==> src/hw/rtl/ppst_pkg.sv <==
// ----------------------------------------------------------------------------
// ppst_pkg: shared types and constants for pure pursuit steering
// Fixed point formats, register map codes and the CORDIC arctangent table.
// ----------------------------------------------------------------------------
package ppst_pkg;

  localparam int CORDIC_STEPS = 20;

  localparam int CFG_W   = 23;
  localparam int COORD_W = 24;
  localparam int DX_W    = 25;
  localparam int DIST_W  = 24;
  localparam int ANGLE_W = 18;

  localparam logic signed [ANGLE_W-1:0] ANGLE_LIMIT = 18'sd102944;

  // register map, word index
  localparam logic [2:0] REG_LOOKAHEAD_REQUEST = 3'd0;
  localparam logic [2:0] REG_LOOKAHEAD_MIN     = 3'd1;
  localparam logic [2:0] REG_LOOKAHEAD_MAX     = 3'd2;
  localparam logic [2:0] REG_VEHICLE_LENGTH    = 3'd3;
  localparam logic [2:0] REG_FORWARD_OFFSET    = 3'd4;
  localparam logic [2:0] REG_DISTANCE_MARGIN   = 3'd5;

  typedef struct packed {
    logic [CFG_W-1:0]          lfd;
    logic [CFG_W-1:0]          vehicle_length;
    logic signed [COORD_W-1:0] forward_offset;
    logic [CFG_W-1:0]          distance_margin;
  } cfg_t;

  // atan(2^-i) in Q2.30
  function automatic logic [30:0] atan_q30(input logic [4:0] i);
    logic [30:0] v;
    case (i)
      5'd0:  v = 31'd843314857;
      5'd1:  v = 31'd497837829;
      5'd2:  v = 31'd263043837;
      5'd3:  v = 31'd133525159;
      5'd4:  v = 31'd67021687;
      5'd5:  v = 31'd33543516;
      5'd6:  v = 31'd16775851;
      5'd7:  v = 31'd8388437;
      5'd8:  v = 31'd4194283;
      5'd9:  v = 31'd2097149;
      5'd10: v = 31'd1048576;
      5'd11: v = 31'd524288;
      5'd12: v = 31'd262144;
      5'd13: v = 31'd131072;
      5'd14: v = 31'd65536;
      5'd15: v = 31'd32768;
      5'd16: v = 31'd16384;
      5'd17: v = 31'd8192;
      5'd18: v = 31'd4096;
      5'd19: v = 31'd2048;
      5'd20: v = 31'd1024;
      5'd21: v = 31'd512;
      5'd22: v = 31'd256;
      5'd23: v = 31'd128;
      5'd24: v = 31'd64;
      5'd25: v = 31'd32;
      5'd26: v = 31'd16;
      5'd27: v = 31'd8;
      5'd28: v = 31'd4;
      5'd29: v = 31'd2;
      5'd30: v = 31'd1;
      default: v = 31'd0;
    endcase
    return v;
  endfunction

endpackage

==> src/hw/rtl/ppst_core.sv <==
// ----------------------------------------------------------------------------
// ppst_core: sequenced datapath for pure pursuit steering
// Shared multiplier, bit serial square root and divider, CORDIC vectoring.
// ----------------------------------------------------------------------------
module ppst_core (
  input  logic                           clk,
  input  logic                           rst,
  input  ppst_pkg::cfg_t                 cfg,
  input  logic                           in_valid,
  output logic                           in_ready,
  input  logic signed [ppst_pkg::COORD_W-1:0] px,
  input  logic signed [ppst_pkg::COORD_W-1:0] py,
  input  logic                           plast,
  output logic                           out_valid,
  input  logic                           out_ready,
  output logic signed [ppst_pkg::ANGLE_W-1:0] angle,
  output logic                           found_out,
  output logic [ppst_pkg::DIST_W-1:0]    dist_out
);

  localparam logic [3:0] S_IDLE = 4'd0;
  localparam logic [3:0] S_SQ1  = 4'd1;
  localparam logic [3:0] S_SQ2  = 4'd2;
  localparam logic [3:0] S_SQRT = 4'd3;
  localparam logic [3:0] S_CMP  = 4'd4;
  localparam logic [3:0] S_END  = 4'd5;
  localparam logic [3:0] S_DIV  = 4'd6;
  localparam logic [3:0] S_MUL  = 4'd7;
  localparam logic [3:0] S_NUM  = 4'd8;
  localparam logic [3:0] S_CORD = 4'd9;
  localparam logic [3:0] S_FIN  = 4'd10;

  localparam logic [4:0] CORD_LAST = 5'(ppst_pkg::CORDIC_STEPS - 1);

  logic [3:0]                        state;
  logic                              found;
  logic                              last;
  logic signed [ppst_pkg::DX_W-1:0]  dx;
  logic signed [ppst_pkg::COORD_W-1:0] dy;
  logic [ppst_pkg::DIST_W-1:0]       hold_dist;
  logic [24:0]                       hold_r;
  logic [49:0]                       rad;
  logic [49:0]                       res;
  logic [4:0]                        cnt;
  logic [24:0]                       rem;
  logic [16:0]                       quo;
  logic signed [43:0]                cx;
  logic signed [43:0]                cy;
  logic signed [32:0]                cz;
  logic signed [ppst_pkg::ANGLE_W-1:0] ang;

  logic signed [24:0] mul_a, mul_b;
  logic signed [49:0] mul_p;
  logic signed [ppst_pkg::DX_W-1:0] dx_in;
  logic [49:0] sq_bit, sq_t;
  logic [23:0] ay;
  logic [25:0] rem2;
  logic [40:0] num_mag;
  logic signed [43:0] cxs, cys;
  logic signed [32:0] z_atan;
  logic signed [18:0] z_rnd;

  always_comb begin
    case (state)
      S_SQ1: begin
        mul_a = dx;
        mul_b = dx;
      end
      S_SQ2: begin
        mul_a = 25'(dy);
        mul_b = 25'(dy);
      end
      default: begin
        mul_a = {2'b00, cfg.vehicle_length};
        mul_b = {8'd0, quo};
      end
    endcase
  end
  assign mul_p = mul_a * mul_b;

  assign dx_in   = 25'(px) + 25'(cfg.forward_offset);
  assign sq_bit  = 50'd1 << {cnt, 1'b0};
  assign sq_t    = res + sq_bit;
  assign ay      = dy[23] ? 24'(-dy) : 24'(dy);
  assign rem2    = {rem, (cnt == 5'd16) ? ay[0] : 1'b0};
  assign num_mag = {rad[39:0], 1'b0};
  assign cxs     = cx >>> cnt;
  assign cys     = cy >>> cnt;
  assign z_atan  = 33'({2'b00, ppst_pkg::atan_q30(cnt)});
  assign z_rnd   = 19'((cz + 33'sd8192) >>> 14);

  always_comb begin
    if (z_rnd > 19'(ppst_pkg::ANGLE_LIMIT)) begin
      ang = ppst_pkg::ANGLE_LIMIT;
    end else if (z_rnd < -19'(ppst_pkg::ANGLE_LIMIT)) begin
      ang = -ppst_pkg::ANGLE_LIMIT;
    end else begin
      ang = 18'(z_rnd);
    end
  end

  assign in_ready = (state == S_IDLE);

  always_ff @(posedge clk) begin
    if (rst) begin
      state     <= S_IDLE;
      found     <= 1'b0;
      hold_dist <= '0;
      out_valid <= 1'b0;
    end else begin
      if (state == S_FIN && (!out_valid || out_ready)) begin
        out_valid <= 1'b1;
      end else if (out_ready) begin
        out_valid <= 1'b0;
      end
      case (state)
        S_IDLE: begin
          if (in_valid) begin
            last <= plast;
            if (!found) begin
              dx <= dx_in;
              dy <= py;
              state <= (dx_in > 25'sd0) ? S_SQ1 : S_END;
            end else begin
              state <= S_END;
            end
          end
        end
        S_SQ1: begin
          rad   <= 50'(mul_p);
          state <= S_SQ2;
        end
        S_SQ2: begin
          rad   <= rad + 50'(mul_p);
          res   <= '0;
          cnt   <= 5'd24;
          state <= S_SQRT;
        end
        S_SQRT: begin
          // one result bit per step
          if (rad >= sq_t) begin
            rad <= rad - sq_t;
            res <= (res >> 1) + sq_bit;
          end else begin
            res <= res >> 1;
          end
          cnt <= cnt - 5'd1;
          if (cnt == 5'd0) begin
            state <= S_CMP;
          end
        end
        S_CMP: begin
          hold_r    <= res[24:0];
          hold_dist <= res[24] ? {ppst_pkg::DIST_W{1'b1}} : res[23:0];
          if ((25'(res[24] ? {ppst_pkg::DIST_W{1'b1}} : res[23:0])
               + 25'(cfg.distance_margin)) >= 25'(cfg.lfd)) begin
            found <= 1'b1;
          end
          state <= S_END;
        end
        S_END: begin
          if (!last) begin
            state <= S_IDLE;
          end else if (found) begin
            rem   <= 25'(ay >> 1);
            quo   <= '0;
            cnt   <= 5'd16;
            state <= S_DIV;
          end else begin
            cz    <= '0;
            state <= S_FIN;
          end
        end
        S_DIV: begin
          // restoring division, sine = |dy| * 2^16 / r
          if (rem2 >= {1'b0, hold_r}) begin
            rem <= 25'(rem2 - {1'b0, hold_r});
            quo <= {quo[15:0], 1'b1};
          end else begin
            rem <= rem2[24:0];
            quo <= {quo[15:0], 1'b0};
          end
          cnt <= cnt - 5'd1;
          if (cnt == 5'd0) begin
            state <= S_MUL;
          end
        end
        S_MUL: begin
          rad   <= 50'(mul_p);
          state <= S_NUM;
        end
        S_NUM: begin
          cy  <= dy[23] ? -44'(num_mag) : 44'(num_mag);
          cx  <= {5'd0, cfg.lfd, 16'd0};
          cz  <= '0;
          cnt <= '0;
          state <= (num_mag == 41'd0) ? S_FIN : S_CORD;
        end
        S_CORD: begin
          if (!cy[43]) begin
            cx <= cx + cys;
            cy <= cy - cxs;
            cz <= cz + z_atan;
          end else begin
            cx <= cx - cys;
            cy <= cy + cxs;
            cz <= cz - z_atan;
          end
          cnt <= cnt + 5'd1;
          if (cnt == CORD_LAST) begin
            state <= S_FIN;
          end
        end
        S_FIN: begin
          if (!out_valid || out_ready) begin
            angle     <= ang;
            found_out <= found;
            dist_out  <= hold_dist;
            found     <= 1'b0;
            state     <= S_IDLE;
          end
        end
        default: begin
          state <= S_IDLE;
        end
      endcase
    end
  end

endmodule

==> src/hw/rtl/pure_pursuit_steering.sv <==
// ----------------------------------------------------------------------------
// pure_pursuit_steering: look-ahead point search and steering angle
// Register file on an APB-style port and the sequenced steering datapath.
// ----------------------------------------------------------------------------
// sequence: items with x <= 0 or after a find skip the search, others are
//   squared, rooted and compared; a closing item goes to output, after a find
//   via a 17-step divide, multiply and 20 cordic steps (none if numerator is 0)
// throughput: one item at a time; the sqrt, divide and cordic loops set it
// reset: sync active high, registers take their documented defaults, no
//   result pending, found flag and held distance cleared
module pure_pursuit_steering (
  input  logic                                clk,
  input  logic                                rst,
  input  logic                                psel,
  input  logic                                penable,
  input  logic                                pwrite,
  input  logic [4:0]                          paddr,
  input  logic [31:0]                         pwdata,
  output logic [31:0]                         prdata,
  output logic                                pready,
  input  logic                                in_valid,
  output logic                                in_ready,
  input  logic signed [ppst_pkg::COORD_W-1:0] point_x,
  input  logic signed [ppst_pkg::COORD_W-1:0] point_y,
  input  logic                                last_point,
  output logic                                out_valid,
  input  logic                                out_ready,
  output logic signed [ppst_pkg::ANGLE_W-1:0] steer_angle,
  output logic                                point_found,
  output logic [ppst_pkg::DIST_W-1:0]         tracked_distance
);

  // configuration registers
  logic [ppst_pkg::CFG_W-1:0]          lookahead_request;
  logic [ppst_pkg::CFG_W-1:0]          lookahead_min;
  logic [ppst_pkg::CFG_W-1:0]          lookahead_max;
  logic [ppst_pkg::CFG_W-1:0]          vehicle_length;
  logic signed [ppst_pkg::COORD_W-1:0] forward_offset;
  logic [ppst_pkg::CFG_W-1:0]          distance_margin;

  logic           wr_en;
  logic [2:0]     reg_idx;
  ppst_pkg::cfg_t cfg;

  assign pready  = 1'b1;
  assign wr_en   = psel && penable && pwrite;
  assign reg_idx = paddr[4:2];

  always_ff @(posedge clk) begin
    if (rst) begin
      lookahead_request <= 23'd32768;
      lookahead_min     <= 23'd19661;
      lookahead_max     <= 23'd111411;
      vehicle_length    <= 23'd22938;
      forward_offset    <= 24'sd32768;
      distance_margin   <= 23'd0;
    end else if (wr_en) begin
      case (reg_idx)
        ppst_pkg::REG_LOOKAHEAD_REQUEST: lookahead_request <= pwdata[22:0];
        ppst_pkg::REG_LOOKAHEAD_MIN:     lookahead_min     <= pwdata[22:0];
        ppst_pkg::REG_LOOKAHEAD_MAX:     lookahead_max     <= pwdata[22:0];
        ppst_pkg::REG_VEHICLE_LENGTH:    vehicle_length    <= pwdata[22:0];
        ppst_pkg::REG_FORWARD_OFFSET:    forward_offset    <= pwdata[23:0];
        ppst_pkg::REG_DISTANCE_MARGIN:   distance_margin   <= pwdata[22:0];
        default: ;  // writes outside the map are dropped
      endcase
    end
  end

  // register readback
  always_comb begin
    case (reg_idx)
      ppst_pkg::REG_LOOKAHEAD_REQUEST: prdata = {9'd0, lookahead_request};
      ppst_pkg::REG_LOOKAHEAD_MIN:     prdata = {9'd0, lookahead_min};
      ppst_pkg::REG_LOOKAHEAD_MAX:     prdata = {9'd0, lookahead_max};
      ppst_pkg::REG_VEHICLE_LENGTH:    prdata = {9'd0, vehicle_length};
      ppst_pkg::REG_FORWARD_OFFSET:    prdata = 32'(forward_offset);
      ppst_pkg::REG_DISTANCE_MARGIN:   prdata = {9'd0, distance_margin};
      default:                         prdata = '0;
    endcase
  end

  // look-ahead clamp: min wins when the request is below it, even if min > max
  always_comb begin
    if (lookahead_request < lookahead_min) begin
      cfg.lfd = lookahead_min;
    end else if (lookahead_request > lookahead_max) begin
      cfg.lfd = lookahead_max;
    end else begin
      cfg.lfd = lookahead_request;
    end
    cfg.vehicle_length  = vehicle_length;
    cfg.forward_offset  = forward_offset;
    cfg.distance_margin = distance_margin;
  end

  // datapath; holds one result transaction in its output register
  ppst_core u_core (
    .clk       (clk),
    .rst       (rst),
    .cfg       (cfg),
    .in_valid  (in_valid),
    .in_ready  (in_ready),
    .px        (point_x),
    .py        (point_y),
    .plast     (last_point),
    .out_valid (out_valid),
    .out_ready (out_ready),
    .angle     (steer_angle),
    .found_out (point_found),
    .dist_out  (tracked_distance)
  );

endmodule

==> config.mk <==
export PLATFORM = sky130hd
export DESIGN_NAME = pure_pursuit_steering
export DESIGN_NICKNAME = d
export VERILOG_FILES = /design/src/hw/rtl/ppst_pkg.sv /design/src/hw/rtl/ppst_core.sv /design/src/hw/rtl/pure_pursuit_steering.sv
export SDC_FILE = /design/constraint.sdc
export NUM_CORES = 2
export LEC_CHECK = 0
export BUFFER_PORTS_ARGS = -buffer_cell sky130_fd_sc_hd__buf_2
export CORE_MARGIN = 2
export CORE_UTILIZATION = 55
export DETAILED_ROUTE_END_ITERATION = 12
export GPL_TIMING_DRIVEN = 0
export PLACE_DENSITY = 0.74
export REMOVE_ABC_BUFFERS = 1
export SLEW_MARGIN = 20
export SYNTH_ARGS = -nofsm -noshare
export SYNTH_HDL_FRONTEND = slang
export SYNTH_SLANG_ARGS = --single-unit
==> constraint.sdc <==
create_clock -name clk -period 11.1 [get_ports clk]
set_input_delay 2.22 -clock clk [delete_from_list [all_inputs] [get_ports clk]]
set_output_delay 2.22 -clock clk [all_outputs]
set_load 0.05 [all_outputs]
==> reports/qor.json <==
{
  "final_area_um2": 82520,
  "row_count": 135,
  "grt_pass1_wl_um": 380200,
  "seq_area_frac_synth_pct": 20.68,
  "first_global_vias": 65260,
  "port_buffers": 159,
  "cp_data_arrival_time_ps": 11290,
  "routed_wire_length_per_instance_um": 23.71,
  "synth_top_cells_by_area": "fa_1, edfxtp_1, ha_1",
  "timing.setup.critical_path_class": "flop to flop",
  "async_reset_ff_share_pct": 0,
  "synth.top_cells.by_count": "nand2_1, inv_1, nor2_1, fa_1, a21oi_1",
  "synthCells": 8641,
  "post_synth_and_or_nand_nor_area_fraction_pct": 16.13,
  "floorplan.die.height_um": 374.0,
  "floorplan.die_area_um2": 139900,
  "cp-startpoint": "u_core.state[0]",
  "routed_wirelength_um": 249200,
  "synth-warning-count": 0,
  "number_of_antenna_violations_at_the_first_check_in_global_routing": 10,
  "postRouteAntennaNets": 0,
  "worst_setup_hold_path_clk_slew_ps": 60,
  "number_of_endpoints_with_negative_hold_slack_in_the_final_report": 0,
  "gr-total-overflow": 0,
  "post_synth_xor_area_fraction_pct": 6.558,
  "post-route-min-period_ps": 10740,
  "clock-skew-final_ps": 60.50,
  "slew_viol_final": 0,
  "cts_buffers": 72,
  "vias_per_cell": 6.371,
  "slowest_stage": "or4b_2",
  "critPathMaxStageDelay_ps": 600,
  "syn_to_final_growth_pct": 9.584,
  "setup-violations-final": 0,
  "start_util_pct": 55.52,
  "hold_class": "flop to flop",
  "status": "finished clean",
  "mappedNetlistArea_um2": 75300,
  "cp.required_ps": 11650,
  "dr.pass1.iters": 8,
  "fmax_ghz": 0.09315,
  "pin_count_of_the_biggest_net_entering_global_routing": 121,
  "timing.max_cap.violations": 0,
  "synth_most_common_cell": "nand2_1",
  "synth_top_flop_cell": "edfxtp_1",
  "synthesized_area_fraction_occupied_by_ao_oa_aoi_and_oai_cells_pct": 16.39,
  "hpwlAfterDp_um": 190300,
  "detailroute.via_count": 66950,
  "fp.coreArea_um2": 135600,
  "synth_seq_cells": 585,
  "drive_gt1_share_pct": 10.13,
  "synthesis.area_per_instance_um2": 8.715,
  "final_cells": 10510,
  "source_to_sink_clock_delay_at_the_later_pin_of_the_worst_skew_pair_ps": 710,
  "placedCellCount": 10280,
  "worst_hold_slack_ps": 432.8,
  "drc_errors": 0,
  "crit_fanout": 16,
  "post_dp_cell_area_um2": 78480,
  "synth_top_cell_area_share_pct": 17.71,
  "tritoncts": "built",
  "synth-edff-count": 386,
  "ctsRootBufferMaster": "clkbuf_16",
  "grt_use_total_pct": 34.83,
  "muxShareOfSynthArea_pct": 6.342,
  "worst_slack_ps": 364.5,
  "synth-adder-area-share_pct": 27.21,
  "num-nets-final": 10000,
  "slew_headroom_pct": 21.49,
  "floorplan.die.width_um": 374.0,
  "actual_transition_at_the_worst_max_transition_pin_ps": 1167,
  "cts_num_sinks": 585,
  "routabilityCongestion": 1.016,
  "place_ws_ps": -2957,
  "endpoint_kind": "flop",
  "htreeDepth": 3,
  "cts.path.max_buffers": 3,
  "worst_r2r_src": "u_core.state[0]",
  "synthDistinctLibCells": 98,
  "post-synth-top-area-cell": "fa_1",
  "startpoint_class": "flop",
  "drt_iter0_drc": 8217,
  "synth_top_family_by_area": "adder cells",
  "worst_path_most_repeated_cell": "fa_1",
  "fin_crit_share_pct": 96.72,
  "pin_count": 171,
  "timing.hold.worst.start": "u_core.hold_dist[4]"
}
## per-layer routing
| metal | part of all wire [%] | track usage, % |
|---|---|---|
| met5 | 0.032 | 0 |
| met4 | 5.7 | 17.06 |
| met3 | 11 | 8.339 |
| met2 | 44 | 53.53 |
| met1 | 39 | 46.11 |
## layout by cell type (no fill, tap or decap), types with 163 or more instances in the layout
cell,count
o21ai_0,346
ha_1,570
dfxtp_1,195
mux2i_1,169
nand2_1,992
edfxtp_1,386
a21o_1,202
a21oi_1,603
xnor2_1,325
fa_1,663
inv_1,905
xor2_1,233
buf_2,163
nor2_1,788
## path summary, 6_finish.rpt
check | cells after the start | endpoint | slack (ps)
setup reg to reg | 44 | u_core.rad[43] | 360
hold reg to reg | 0 | u_core.dist_out[4] | 430
setup / recovery | 44 | u_core.rad[43] | 360
hold / removal | 0 | u_core.dist_out[4] | 430
## repair_timing
| item | CTS | global route |
|---|---|---|
| pin swaps | 4 | 15 |
| hold buffers | 0 | 0 |
| gates resized for setup | 121 | 98 |
| cloned | 6 | 7 |
| buffers inserted | 13 | 70 |
| endpoints found under the setup margin | 26 | 19 |
## stage by stage
| step | setup TNS (ps) | util (%) |
|---|---|---|
| after floorplan | -116350 | - |
| after global placement | -847330 | 56.58 |
| after detailed placement | -50010 | 57.86 |
| after CTS | -43.41 | 60.04 |
| after global routing | -56.17 | 60.84 |
| final | 0 | 60.84 |
## critical path, delay by kind of cell (launching register included)
family	cells	cell delay [ps]
fa+ha+maj	9	4210
simple gates	14	2660
compound gates	12	2250
buf+inv	8	920
flops	1	390
xor+xnor	1	140
## registers in the layout, summed over array words and instances (netlist names), 24 cells and up
register / cells
u_core.dx: 25
u_core.cz: 33
u_core.rem: 25
u_core.rad: 50
forward_offset: 24
u_core.hold_dist: 24
u_core.dist_out: 24
u_core.z_atan: 30
u_core.cx: 44
u_core.res: 50
u_core.dy: 24
u_core.hold_r: 25
u_core.cy: 44
## logic make-up (layout without fill, tap and decap cells)
family | count (synthesis) | count (layout)
fa+ha+maj | 1238 | 1238
simple gates | 2684 | 2692
flops | 585 | 585
compound gates | 1937 | 1939
other cells | 1 | 3
mux | 321 | 321
buf+inv | 1312 | 1387
xor+xnor | 563 | 563
## final cells by class
type,instances,area [um2]
Multi-Input combinational cell,6754,55750
Clock buffer,92,1907
Timing Repair Buffer,338,3004
Clock inverter,37,538.0
Sequential cell,585,15590
Inverter,918,3491
Antenna cell,2,5.005
Timing Repair inverter,2,10.01
Tap cell,1781,2228
Fill cell,11570,53120
Power is left out: the tool's default activity adds up to more than one toggle a clock period on the data nets, which glitch-free logic cannot reach.
